File: src/rtl/assert_macros.svh
// ----------------------------------------------------------------------------
// assert_macros.svh
// Concurrent assertion helpers shared by the RTL; empty under synthesis.
// ----------------------------------------------------------------------------
`ifndef ASSERT_MACROS_SVH
`define ASSERT_MACROS_SVH

`ifndef SYNTHESIS

// Assertion on an explicit clock and active-low reset.
`define ASSERT_CLK(label, clock, reset_n, prop, msg) \
    label: assert property (@(posedge clock) disable iff (!(reset_n)) (prop)) \
        else $error(msg);

// Assertion on the usual clk / rst_n pair of the module.
`define ASSERT_STD(label, prop, msg) \
    `ASSERT_CLK(label, clk, rst_n, prop, msg)

`else

`define ASSERT_CLK(label, clock, reset_n, prop, msg)
`define ASSERT_STD(label, prop, msg)

`endif

`endif

File: src/rtl/ptm_pkg.sv
// ----------------------------------------------------------------------------
// ptm_pkg
// Types and constants of the pulse-skip triac modulator.
// ----------------------------------------------------------------------------
package ptm_pkg;

    localparam int unsigned LEVEL_W   = 16;
    localparam int unsigned DIV_W     = 8;
    localparam int unsigned GAP_W     = 26;
    localparam int unsigned STOP_W    = 31;
    localparam int unsigned TIME_W    = 32;
    localparam int unsigned COUNT_W   = 32;
    localparam int unsigned ACC_W     = LEVEL_W + 1;
    localparam int unsigned CFG_IDX_W = 2;
    localparam int unsigned CFG_DAT_W = 32;

    localparam logic [LEVEL_W-1:0] FULL_SCALE_RST = LEVEL_W'(100);
    localparam logic [DIV_W-1:0]   DIVIDER_RST    = DIV_W'(1);

    typedef enum logic [CFG_IDX_W-1:0] {
        REG_FULL_SCALE = 2'd0,
        REG_EVENT_DIV  = 2'd1,
        REG_MIN_GAP    = 2'd2,
        REG_STOP_LIMIT = 2'd3
    } cfg_reg_t;

    typedef struct packed {
        logic [TIME_W-1:0]  event_time;
        logic [LEVEL_W-1:0] drive_level;
        logic               clear_count;
    } evt_word_t;

    typedef struct packed {
        logic               triac_on;
        logic               event_accepted;
        logic [COUNT_W-1:0] pulse_count;
    } res_word_t;

    typedef struct packed {
        logic [CFG_IDX_W-1:0] reg_index;
        logic [CFG_DAT_W-1:0] reg_data;
    } cfg_word_t;

endpackage

File: src/rtl/ptm_stream_if.sv
// ----------------------------------------------------------------------------
// ptm_stream_if
// Valid/ready channel carrying one word of a given payload type.
// ----------------------------------------------------------------------------
interface ptm_stream_if #(
    parameter type payload_t = logic
);
    logic     valid;
    logic     ready;
    payload_t payload;

    modport source (output valid, output payload, input ready);
    modport sink   (input valid, input payload, output ready);
endinterface

File: src/rtl/pulse_skip_triac_modulator_core.sv
// ----------------------------------------------------------------------------
// pulse_skip_triac_modulator_core
// Pulse-density triac modulator stepped by mains zero-cross events.
// ----------------------------------------------------------------------------
// Takes one zero-cross word per clock, unless the output stalls, and returns
// one result word for each, in order. A word sits in an input register, the
// whole modulator update (debounce, divider, clamp/accumulate/reduce,
// saturating pulse count, stop limit) runs in one combinational pass, and the
// result lands in a result register; throughput is one word per cycle while
// res.ready is high. The input register and the result register form a
// two-word buffer, so a new event is taken while a finished result still
// waits on the output. Configuration writes are taken every cycle (cfg.ready
// is always high) and must only be issued while the block is idle.
// ----------------------------------------------------------------------------
`include "assert_macros.svh"

module pulse_skip_triac_modulator_core (
    input logic        clk,
    input logic        rst_n,
    ptm_stream_if.sink   evt,
    ptm_stream_if.source res,
    ptm_stream_if.sink   cfg
);
    import ptm_pkg::*;

    // configuration registers
    logic [LEVEL_W-1:0] full_scale_reg;
    logic [DIV_W-1:0]   divider_reg;
    logic [GAP_W-1:0]   min_gap_reg;
    logic [STOP_W-1:0]  stop_limit_reg;

    // modulator state
    logic [TIME_W-1:0]  last_time_reg,  last_time_next;
    logic [DIV_W-1:0]   phase_reg,      phase_next;
    logic [ACC_W-1:0]   acc_reg,        acc_next;
    logic               skip_reg,       skip_next;
    logic [COUNT_W-1:0] count_reg,      count_next;

    // pipeline
    logic      in_vld_reg;
    evt_word_t in_word_reg;
    logic      res_vld_reg;
    res_word_t res_word_reg;
    res_word_t res_word_next;

    logic advance;
    logic step;

    // working values of the update
    logic [LEVEL_W-1:0] range_w;
    logic [DIV_W-1:0]   div_w;
    logic [TIME_W-1:0]  elapsed;
    logic               accepted;
    logic               update;
    logic [LEVEL_W-1:0] level_c;
    logic [ACC_W-1:0]   range_x;
    logic [ACC_W-1:0]   sum;
    logic [ACC_W-1:0]   reduced;
    logic               fire;
    logic [COUNT_W-1:0] count_base;
    logic [COUNT_W-1:0] count_fired;

    assign advance   = !res_vld_reg || res.ready;
    assign step      = in_vld_reg && advance;
    assign evt.ready = !in_vld_reg || advance;
    assign cfg.ready = 1'b1;
    assign res.valid   = res_vld_reg;
    assign res.payload = res_word_reg;

    // ---- configuration port ----
    always_ff @(posedge clk or negedge rst_n)
    begin
        if (!rst_n)
        begin
            full_scale_reg <= FULL_SCALE_RST;
            divider_reg    <= DIVIDER_RST;
            min_gap_reg    <= '0;
            stop_limit_reg <= '0;
        end
        else if (cfg.valid)
        begin
            unique case (cfg_reg_t'(cfg.payload.reg_index))
                REG_FULL_SCALE: full_scale_reg <= cfg.payload.reg_data[LEVEL_W-1:0];
                REG_EVENT_DIV:  divider_reg    <= cfg.payload.reg_data[DIV_W-1:0];
                REG_MIN_GAP:    min_gap_reg    <= cfg.payload.reg_data[GAP_W-1:0];
                REG_STOP_LIMIT: stop_limit_reg <= cfg.payload.reg_data[STOP_W-1:0];
                default:        ;
            endcase
        end
    end

    // ---- single-pass modulator update ----
    always_comb
    begin
        // zero modulus / divider behave as one
        range_w = (full_scale_reg == '0) ? LEVEL_W'(1) : full_scale_reg;
        div_w   = (divider_reg == '0) ? DIV_W'(1) : divider_reg;
        range_x = {1'b0, range_w};

        // a clear request applies even to a rejected event
        count_base = in_word_reg.clear_count ? '0 : count_reg;

        // debounce with wrapping difference; gap of zero accepts everything
        elapsed  = in_word_reg.event_time - last_time_reg;
        accepted = (min_gap_reg == '0) ||
                   (elapsed >= {{(TIME_W-GAP_W){1'b0}}, min_gap_reg});
        update   = accepted && (phase_reg >= (div_w - DIV_W'(1)));

        level_c = (in_word_reg.drive_level > range_w) ? range_w : in_word_reg.drive_level;
        sum     = acc_reg + {1'b0, level_c};
        if (sum >= range_x)
        begin
            reduced = sum - range_x;
            fire    = 1'b1;
        end
        else
        begin
            reduced = sum;
            fire    = 1'b0;
        end
        // stray value left over after full_scale was lowered
        if (reduced > range_x)
        begin
            reduced = '0;
            fire    = 1'b1;
        end

        count_fired = (count_base == '1) ? count_base : count_base + COUNT_W'(1);

        last_time_next = last_time_reg;
        phase_next     = phase_reg;
        acc_next       = acc_reg;
        skip_next      = skip_reg;
        count_next     = count_base;

        if (accepted && (min_gap_reg != '0))
            last_time_next = in_word_reg.event_time;

        if (update)
        begin
            phase_next = '0;
            acc_next   = reduced;
            if (fire)
            begin
                count_next = count_fired;
                skip_next  = (stop_limit_reg != '0) &&
                             (count_fired > {1'b0, stop_limit_reg});
            end
            else
                skip_next = 1'b1;
        end
        else if (accepted)
            phase_next = phase_reg + DIV_W'(1);

        res_word_next.triac_on       = !skip_next;
        res_word_next.event_accepted = accepted;
        res_word_next.pulse_count    = count_next;
    end

    // ---- state and pipeline control ----
    always_ff @(posedge clk or negedge rst_n)
    begin
        if (!rst_n)
        begin
            last_time_reg <= '0;
            phase_reg     <= '0;
            acc_reg       <= '0;
            skip_reg      <= 1'b1;
            count_reg     <= '0;
            in_vld_reg    <= 1'b0;
            res_vld_reg   <= 1'b0;
        end
        else
        begin
            if (step)
            begin
                last_time_reg <= last_time_next;
                phase_reg     <= phase_next;
                acc_reg       <= acc_next;
                skip_reg      <= skip_next;
                count_reg     <= count_next;
            end
            if (evt.ready)
                in_vld_reg <= evt.valid;
            if (advance)
                res_vld_reg <= in_vld_reg;
        end
    end

    // ---- payload registers ----
    always_ff @(posedge clk)
    begin
        if (evt.valid && evt.ready)
            in_word_reg <= evt.payload;
        if (step)
            res_word_reg <= res_word_next;
    end

    // ---- assertions ----
    `ASSERT_STD(a_acc_in_range, acc_reg[ACC_W-1] == 1'b0, "accumulator left 16-bit range")
    `ASSERT_STD(a_hold_on_stall, (in_vld_reg && !advance) |=> in_vld_reg, "queued event lost")
    `ASSERT_STD(a_reject_keeps_phase, (step && !accepted) |=> $stable(phase_reg), "rejected event moved divider")

endmodule

File: src/flat_wrapper.sv
// flat-port wrapper written by rule: the top's interface ports become plain ports
module pulse_skip_triac_modulator_core_flat import ptm_pkg::*;
  (clk, rst_n, evt_valid, evt_payload, evt_ready, res_valid, res_payload, res_ready, cfg_valid, cfg_payload, cfg_ready);
  ptm_stream_if #(.payload_t(evt_word_t)) evt_i ();
  ptm_stream_if #(.payload_t(res_word_t)) res_i ();
  ptm_stream_if #(.payload_t(cfg_word_t)) cfg_i ();
  input logic clk;
  input logic rst_n;
  input wire logic [$bits(evt_i.valid)-1:0] evt_valid;
  input wire logic [$bits(evt_i.payload)-1:0] evt_payload;
  output wire logic [$bits(evt_i.ready)-1:0] evt_ready;
  output wire logic [$bits(res_i.valid)-1:0] res_valid;
  output wire logic [$bits(res_i.payload)-1:0] res_payload;
  input wire logic [$bits(res_i.ready)-1:0] res_ready;
  input wire logic [$bits(cfg_i.valid)-1:0] cfg_valid;
  input wire logic [$bits(cfg_i.payload)-1:0] cfg_payload;
  output wire logic [$bits(cfg_i.ready)-1:0] cfg_ready;
  assign evt_i.valid = evt_valid;
  assign evt_i.payload = evt_payload;
  assign evt_ready = evt_i.ready;
  assign res_valid = res_i.valid;
  assign res_payload = res_i.payload;
  assign res_i.ready = res_ready;
  assign cfg_i.valid = cfg_valid;
  assign cfg_i.payload = cfg_payload;
  assign cfg_ready = cfg_i.ready;
  pulse_skip_triac_modulator_core u_core (.clk(clk), .rst_n(rst_n), .evt(evt_i), .res(res_i), .cfg(cfg_i));
endmodule
File: config.mk
export PLATFORM = sky130hd
export DESIGN_NAME = pulse_skip_triac_modulator_core_flat
export DESIGN_NICKNAME = d
export VERILOG_FILES = /design/src/rtl/ptm_pkg.sv /design/src/rtl/ptm_stream_if.sv /design/src/rtl/pulse_skip_triac_modulator_core.sv /design/src/flat_wrapper.sv
export VERILOG_INCLUDE_DIRS = /design/src /design/src/rtl
export SDC_FILE = /design/constraint.sdc
export NUM_CORES = 1
export LEC_CHECK = 0
export ABC_AREA = 0
export BUFFER_PORTS_ARGS = -buffer_cell sky130_fd_sc_hd__buf_2
export CAP_MARGIN = 10
export CORE_MARGIN = 1
export CORE_UTILIZATION = 55
export CTS_BUF_LIST = sky130_fd_sc_hd__clkbuf_16
export DETAILED_ROUTE_END_ITERATION = 8
export PLACE_DENSITY = 0.74
export SLEW_MARGIN = 5
export SYNTH_ARGS = -nofsm -noshare
export SYNTH_HDL_FRONTEND = slang
export SYNTH_SLANG_ARGS = --single-unit
File: constraint.sdc
create_clock -name clk -period 10.6 [get_ports clk]
set_input_delay 0 -clock clk [delete_from_list [all_inputs] [get_ports clk]]
set_output_delay 0 -clock clk [all_outputs]
set_load 0.03 [all_outputs]
==> results of run 1 <==
power groups by stage:
stage | Combinational [mW] | Clock [mW] | Sequential [mW]
global placement | 2.76 | 0 | 1.35
detailed placement | 2.85 | 0 | 1.36
finish | 2.96 | 0.947 | 1.35
CTS | 2.90 | 0.964 | 1.34
global route | 3.32 | 0.995 | 1.37
floorplan | 2.19 | 0 | 1.34
through the flow:
stage / instances / area (um2) / hold WS (ps)
2_1_floorplan: 1752 / 17090 / -295.6
3_3_place_gp: 2234 / 18100 / 156.0
3_5_place_dp: 2234 / 18100 / 163.4
4_1_cts: 2372 / 19850 / 5.240
5_1_grt: 2372 / 19880 / 49.62
6_report: 2372 / 19880 / 25.82
final timing paths:
path	slack [ps]	start	cells past startpoint	end
worst max-delay path	700	u_core.full_scale_reg[9]	44	u_core.count_reg[0]
worst min-delay path	30	cfg_payload[33]	5	u_core.full_scale_reg[6]
worst max register to register	700	u_core.full_scale_reg[9]	44	u_core.count_reg[0]
worst min register to register	480	u_core.last_time_reg[8]	1	u_core.last_time_reg[8]
max in group asynchronous	8820	rst_n	3	u_core.stop_limit_reg[29]
min in group asynchronous	130	rst_n	2	u_core.divider_reg[6]
tightest hold or removal path: cells and delay by family:
kind	cells	cell delay, ps
AOI/OAI and AO/OA	1	80
buffers and inverters	2	350
and+or+nand+nor	2	140
layout by cell type (no fill, tap or decap), types with 6 or more instances in the layout:
cell	instances
sky130_fd_sc_hd__a31oi_1	7
sky130_fd_sc_hd__mux2i_1	13
sky130_fd_sc_hd__a211oi_1	11
sky130_fd_sc_hd__a22o_1	7
sky130_fd_sc_hd__mux2_2	83
sky130_fd_sc_hd__mux2_1	31
sky130_fd_sc_hd__nor2b_1	27
sky130_fd_sc_hd__dlygate4sd3_1	86
sky130_fd_sc_hd__ha_1	163
sky130_fd_sc_hd__xnor2_1	68
sky130_fd_sc_hd__nor3_1	33
sky130_fd_sc_hd__nand2b_1	19
sky130_fd_sc_hd__nand3_1	37
sky130_fd_sc_hd__nor2_1	113
sky130_fd_sc_hd__inv_1	152
sky130_fd_sc_hd__o21a_1	24
sky130_fd_sc_hd__edfxtp_1	83
sky130_fd_sc_hd__or3_1	21
sky130_fd_sc_hd__dfrtp_1	168
sky130_fd_sc_hd__and2_1	8
sky130_fd_sc_hd__a21o_1	33
sky130_fd_sc_hd__o31ai_1	22
sky130_fd_sc_hd__buf_4	19
sky130_fd_sc_hd__a21oi_1	88
sky130_fd_sc_hd__nor4_1	25
sky130_fd_sc_hd__buf_2	121
sky130_fd_sc_hd__o211ai_1	19
sky130_fd_sc_hd__a211o_1	8
sky130_fd_sc_hd__nand2_1	141
sky130_fd_sc_hd__clkbuf_16	30
sky130_fd_sc_hd__or2_2	8
sky130_fd_sc_hd__or4_1	9
sky130_fd_sc_hd__o21ai_0	101
sky130_fd_sc_hd__and3_1	14
sky130_fd_sc_hd__a221o_1	7
sky130_fd_sc_hd__clkinv_1	7
sky130_fd_sc_hd__nand4_1	33
sky130_fd_sc_hd__o21ai_1	6
sky130_fd_sc_hd__xor2_1	30
sky130_fd_sc_hd__a21boi_0	7
layer usage:
layer	track usage [%]	part of all wire [%]	vias to the layer above
met5	0	0	-
met4	9.393	3.4	0
met3	3.176	4.5	93
met2	46.19	47	399
met1	36.43	45	6735
li1	-	-	6733
kinds of logic after synthesis:
group / Yosys count
simple gates: 513
mux: 127
other cells: 1
compound gates: 387
flops: 256
buf+inv: 204
xor+xnor: 98
fa+ha+maj: 166
layout make-up:
class                   count  area (um2)
inverters                 148       555.5
multi-input cells        1292        9467
fillers                  2464       10710
well taps                 396       495.5
clock buffers              30       750.7
repair buffers            228        1640
clock inverters            22       138.9
flip-flops and latches    256        6828
repair_timing:
item / CTS / global route
gates resized for setup: 0 / 6
hold buffers: 86 / 0
endpoints found under the hold margin: 216 / 0
setup endpoints to repair: 0 / 71
==> summary.log, run 1 <==
qor: run_status.outcome finished, final reports clean
qor: global_route.grt-ovfl-total 0
qor: route.routed_wire_length_per_instance 18.18 um
qor: pwr.vdd_ir_drop_max 0.0003134 V
qor: die.dieArea 0.03177 mm2
qor: die.num_io_pins 125
qor: sta.tightest_slew 1205 ps
qor: synthesis.synth_area_leaders sky130_fd_sc_hd__dfrtp_1 25%, sky130_fd_sc_hd__edfxtp_1 15%, sky130_fd_sc_hd__ha_1 12%
qor: clock_network.cts_post_setup_buffers_inserted 0
qor: sta.slew_margin_rel 19.65%
qor: synthesis.synth.net_count 2006
qor: sta.final.setup_skew 28.50 ps
qor: sta.fin_ws 698.3 ps
qor: clock_network.number_of_buffers_on_the_longest_clock_path 3
qor: worst_setup_path.path_common_cell sky130_fd_sc_hd__a21oi_1
qor: synthesis.yosysUniqueCellTypes 80
qor: synthesis.synth_top_family_by_area simple AND/OR/NAND/NOR gates
qor: worst_setup_path.critical_path.slowest_cell sky130_fd_sc_hd__or4_1
qor: die.design.core.area 0.03059 mm2
qor: synthesis.synthAdderAreaFrac 12.29%
qor: final_layout.final_layout_size_suffix_gt1_share 15.13%
qor: die.dieWidth 178.3 um
qor: worst_setup_path.slowest_cell_delay_on_critical_path 490 ps
qor: sta.fmax 101.0 MHz
qor: synthesis.synth-compound-area-share 14.72%
qor: worst_setup_path.critical_path_class reg -> reg
qor: global_route.groute.usage.overall 27.39%
qor: pwr.clockPowerShare 18.0%
qor: sta.timing.final.setup_violations 0
qor: synthesis.syn_inst 1752
qor: pwr.p_int 2.971 mW
qor: final_layout.postLayoutCoreUtil 64.97%
qor: pwr.total_power 5.257 mW
qor: place.setup_ws_pre_cts 386.1 ps
qor: synthesis.synth_seq_cells 256
qor: worst_setup_path.delay_heaviest_family_cp compound AO/OA/AOI/OAI gates
qor: die.initial_utilization 55.85%
qor: synthesis.post_synth_instance_area 0.01709 mm2
qor: clock_network.clock-root-buffer sky130_fd_sc_hd__clkbuf_16
qor: synthesis.yosysTopAreaCellShare 24.61%
qor: route.route.detailed.vias_per_inst 5.885
qor: pwr.share_comb_of_total_power 56.4%
qor: clock_network.clk_latency 560 ps
qor: synthesis.synth.most_common_cell sky130_fd_sc_hd__dfrtp_1
qor: pwr.cell_area_power_density 264.5 mW/mm2
qor: global_route.number_of_antenna_violations_at_the_first_check_in_global_routing 0
qor: sta.final_period_minus_worst_setup_slack 9902 ps
qor: route.drtIter0Drc 988
qor: synthesis.ys_dominant_reg_cell sky130_fd_sc_hd__dfrtp_1
qor: clock_network.cts_htree_levels 1
qor: clock_network.tritoncts done
qor: synthesis.yosys.area_share.simple 14.90%
qor: job.number_of_maximum_capacitance_constraint_violations 0
qor: global_route.first_global_vias 13650
qor: worst_setup_path.worst_setup_path_end_kind flop
qor: worst_setup_path.arrival_time_at_the_worst_endpoint 10380 ps
qor: synthesis.post_synth_xor_area_fraction 5.024%
qor: clock_network.cts_made_buffers 28
qor: global_route.maximum_number_of_pins_on_one_net_before_global_route_repair 90
qor: place.port_buffers 122
qor: final_layout.finish.net_count 2208
qor: die.row_count 64
qor: synthesis.seq_area_frac_synth 39.96%
qor: sta.timing.final.hold_violations 0
qor: sta.tns 0 ps
qor: route.vias 13960
qor: pwr.p_switching 2.286 mW
qor: sta.finalCritPeriodShare 93.41%
qor: sta.grt_setup_unrepaired no
qor: final_layout.areaGrowthSynthToFinish 16.33%
qor: clock_network.cts.sinks 256
qor: global_route.grt_first_pass_wirelength 69210 um
qor: worst_setup_path.cp.buffers_inverters 5
qor: synthesis.netlist.top_cell.by_area sky130_fd_sc_hd__dfrtp_1
qor: final_layout.largest_register_ff_count 49
qor: synthesis.syn-mean-instance-area 9.752 um2
qor: route.routed_wl 43130 um
qor: synthesis.yosysWarningCount 0
qor: worst_setup_path.crit_fanout 18
qor: pwr.switching_share 43.48%
qor: route.detail_route.drc_violations 0
qor: worst_setup_path.required 11080 ps
qor: synthesis.synth.top_cells.by_count 168 x sky130_fd_sc_hd__dfrtp_1, 163 x sky130_fd_sc_hd__ha_1, 147 x sky130_fd_sc_hd__inv_1
qor: clock_network.clk_pin_slew 60 ps
qor: hold_path.holdCritPathClass in -> reg
qor: synthesis.synth-edff-count 83
qor: route.antenna_violating_nets_post_route 0
qor: final_layout.antennaDiodeCount 0
qor: sta.timing.final.max_slew_violations 0
qor: pwr.cellLeakagePower 8.967 nW
qor: route.drt_pre_antenna_iters 5
qor: pwr.seqPwrFrac 25.6%
qor: synthesis.synthMuxAreaShare 8.275%
qor: synthesis.ys_async_sr_fraction 67.58%
qor: place.finalWeightedCongestion 0.9602
qor: worst_setup_path.setup.worst_path.start_class flop
qor: place.detailed_place_hpwl 30540 um
qor: die.die_height 178.3 um
No activity file was read; power rests on OpenSTA's default activity.
==> inputs of run 2 (changes only) <==
--- a/config.mk
+++ b/config.mk
@@ -6,14 +6,14 @@
 export SDC_FILE = /design/constraint.sdc
 export NUM_CORES = 1
 export LEC_CHECK = 0
-export ABC_AREA = 0
+export ABC_AREA = 1
 export BUFFER_PORTS_ARGS = -buffer_cell sky130_fd_sc_hd__buf_2
 export CAP_MARGIN = 10
 export CORE_MARGIN = 1
 export CORE_UTILIZATION = 55
 export CTS_BUF_LIST = sky130_fd_sc_hd__clkbuf_16
 export DETAILED_ROUTE_END_ITERATION = 8
-export PLACE_DENSITY = 0.74
+export PLACE_DENSITY = 0.78
 export SLEW_MARGIN = 5
 export SYNTH_ARGS = -nofsm -noshare
 export SYNTH_HDL_FRONTEND = slang
==> summary.log, run 2 <==
qor: run_status.outcome finished, final reports clean
qor: place.detailed_place_hpwl 35260 um
qor: clock_network.number_of_buffers_on_the_longest_clock_path 3
qor: pwr.vdd_ir_drop_max 0.0003273 V
qor: worst_setup_path.setup.worst_path.start_class flop
qor: clock_network.cts_made_buffers 29
qor: sta.whs 29.96 ps
qor: sta.slew_margin_rel 22.10%
qor: clock_network.tritoncts done
qor: final_layout.layoutNonFillerInstCount 3041
qor: route.drtIter0Drc 1336
qor: pwr.cell_area_power_density 273.4 mW/mm2
qor: final_layout.final_area 0.02085 mm2
qor: sta.finalCritPeriodShare 86.70%
qor: pwr.p_int 2.832 mW
qor: worst_setup_path.arrival_time_at_the_worst_endpoint 9700 ps
qor: pwr.share_comb_of_total_power 59.7%
qor: final_layout.antennaDiodeCount 0
qor: die.row_count 66
qor: synthesis.syn_inst 2390
qor: synthesis.ys_async_sr_fraction 67.58%
qor: pwr.switching_share 50.32%
qor: sta.grt_setup_unrepaired no
qor: die.die_height 183.2 um
qor: worst_setup_path.worst_setup_path_end_kind flop
qor: synthesis.syn-mean-instance-area 7.559 um2
qor: worst_setup_path.required 11110 ps
qor: die.design.core.area 0.03245 mm2
qor: pwr.clockPowerShare 17.8%
qor: route.routed_wire_length_per_instance 16.14 um
qor: die.dieWidth 183.2 um
qor: synthesis.synth.most_common_cell sky130_fd_sc_hd__nand2_1
qor: die.dieArea 0.03358 mm2
qor: sta.fmax 108.8 MHz
qor: route.drt_pre_antenna_iters 7
qor: synthesis.yosysTopAreaCellShare 23.27%
qor: sta.tightest_slew 1169 ps
qor: synthesis.synth-edff-count 83
qor: global_route.grt-ovfl-total 0
qor: worst_setup_path.path_common_cell sky130_fd_sc_hd__nand2_1
qor: sta.timing.final.max_slew_violations 0
qor: sta.fin_ws 1409 ps
qor: sta.timing.final.setup_violations 0
qor: job.number_of_maximum_capacitance_constraint_violations 0
qor: pwr.cellLeakagePower 10.73 nW
qor: place.placedInstanceArea 0.01898 mm2
qor: global_route.groute.usage.overall 29.46%
qor: synthesis.seq_area_frac_synth 37.79%
qor: clock_network.cts_htree_levels 1
qor: synthesis.yosysUniqueCellTypes 60
qor: worst_setup_path.crit_fanout 37
qor: place.finalWeightedCongestion 0.9795
qor: clock_network.cts_post_setup_buffers_inserted 0
qor: place.setup_ws_pre_cts 1524 ps
qor: sta.timing.final.hold_violations 0
qor: clock_network.clk_pin_slew 60 ps
qor: global_route.maximum_number_of_pins_on_one_net_before_global_route_repair 68
qor: global_route.grt_first_pass_wirelength 79160 um
qor: global_route.number_of_antenna_violations_at_the_first_check_in_global_routing 2
qor: clock_network.cts.sinks 256
qor: place.port_buffers 122
qor: synthesis.post_synth_instance_area 0.01807 mm2
qor: final_layout.mostFrequentLayoutCells 757 x sky130_fd_sc_hd__nand2_1, 308 x sky130_fd_sc_hd__inv_1, 168 x sky130_fd_sc_hd__dfrtp_1
qor: synthesis.netlist.top_cell.by_area sky130_fd_sc_hd__dfrtp_1
qor: global_route.first_global_vias 15980
qor: route.detail_route.drc_violations 0
qor: sta.final.setup_skew 20.15 ps
qor: synthesis.ys_dominant_reg_cell sky130_fd_sc_hd__dfrtp_1
qor: final_layout.final_layout_size_suffix_gt1_share 9.504%
qor: route.vias 16330
qor: clock_network.clock-root-buffer sky130_fd_sc_hd__clkbuf_16
qor: synthesis.synth_seq_cells 256
qor: final_layout.largest_register_ff_count 49
qor: worst_setup_path.slowest_cell_delay_on_critical_path 550 ps
qor: worst_setup_path.critical_path_class reg -> reg
qor: place.placed_cells 2898
qor: final_layout.layout.cells.most_common sky130_fd_sc_hd__nand2_1
qor: route.antenna_violating_nets_post_route 0
qor: hold_path.holdCritPathClass in -> reg
qor: synthesis.synth_area_leaders sky130_fd_sc_hd__dfrtp_1 23%, sky130_fd_sc_hd__nand2_1 16%, sky130_fd_sc_hd__edfxtp_1 14%
qor: pwr.p_switching 2.869 mW
qor: final_layout.postLayoutCoreUtil 64.25%
qor: pwr.seqPwrFrac 22.5%
qor: route.routed_wl 49080 um
qor: clock_network.clk_latency 580 ps
qor: worst_setup_path.critical_path.slowest_cell sky130_fd_sc_hd__nand2_1
qor: sta.tns 0 ps
qor: sta.final_period_minus_worst_setup_slack 9191 ps
qor: synthesis.synth.net_count 2644
qor: route.route.detailed.vias_per_inst 5.369
qor: die.num_io_pins 125
qor: pwr.total_power 5.701 mW
qor: final_layout.finish.net_count 2830
qor: synthesis.yosysWarningCount 0
qor: final_layout.areaGrowthSynthToFinish 15.41%
qor: synthesis.synth.top_cells.by_count 757 x sky130_fd_sc_hd__nand2_1, 306 x sky130_fd_sc_hd__inv_1, 168 x sky130_fd_sc_hd__dfrtp_1
qor: die.initial_utilization 55.67%
run 2: metal layers:
| layer | part of all wire (%) | GRT usage [%] | vias up | wire length (um) |
|---|---|---|---|---|
| met1 | 45 | 39.38 | 7597 | 21900 |
| met2 | 47 | 50.08 | 486 | 23070 |
| met3 | 5.7 | 3.535 | 88 | 2787 |
| met5 | 0.026 | 0 | - | 13 |
| li1 | - | - | 8153 | - |
| met4 | 2.7 | 8.667 | 2 | 1306 |
run 2: repair_timing:
action	CTS	global route
hold endpoints to repair	175	0
resized for setup	0	0
hold buffers	88	0
run 2: worst max-delay path: cells and delay by family (launching register included):
family / cells / cell delay, ps
flip-flops: 1 / 400
buffers and inverters: 8 / 2020
AND/OR/NAND/NOR: 20 / 3360
AO/OA/AOI/OAI: 11 / 2050
adder cells (fa/ha/maj): 5 / 1270
run 2: layout make-up:
type / count / area (um2)
fillers: 2853 / 11600
multi-input cells: 1753 / 9716
flip-flops and latches: 256 / 6828
repair buffers: 222 / 1618
inverters: 314 / 1181
clock buffers: 31 / 775.7
well taps: 442 / 553.0
clock inverters: 23 / 178.9
run 2: path summary, 6_finish.rpt:
kind / start / to / slack [ps] / cells past startpoint
worst max-delay path: u_core.full_scale_reg[13] / u_core.acc_reg[15] / 1410 / 44
worst min-delay path: cfg_payload[33] / u_core.divider_reg[0] / 30 / 4
worst max register to register: u_core.full_scale_reg[13] / u_core.acc_reg[15] / 1410 / 44
worst min register to register: flop / flop / 470 / 2
max in group asynchronous: rst_n / u_core.acc_reg[10] / 9230 / 4
min in group asynchronous: rst_n / u_core.last_time_reg[28] / 500 / 4
run 2: cell families (layout without fill, tap and decap cells):
group | count (synthesis) | count (layout) | share of synthesized area (%)
buffers and inverters | 381 | 590 | 8.519
AND/OR/NAND/NOR | 1181 | 1181 | 28.17
flip-flops | 256 | 256 | 37.79
AO/OA/AOI/OAI | 315 | 315 | 9.468
other | 1 | 1 | 0.02076
XOR/XNOR | 89 | 89 | 4.356
adder cells (fa/ha/maj) | 166 | 166 | 11.62
multiplexers | 1 | 1 | 0.05541
run 2: power groups by stage:
stage,Combinational (mW),Clock (mW),Sequential (mW)
after floorplan,2.48,0,1.31
after global placement,3.22,0,1.29
after detailed placement,3.31,0,1.30
after CTS,3.35,1.03,1.28
after global routing,3.81,1.06,1.30
final,3.40,1.01,1.28
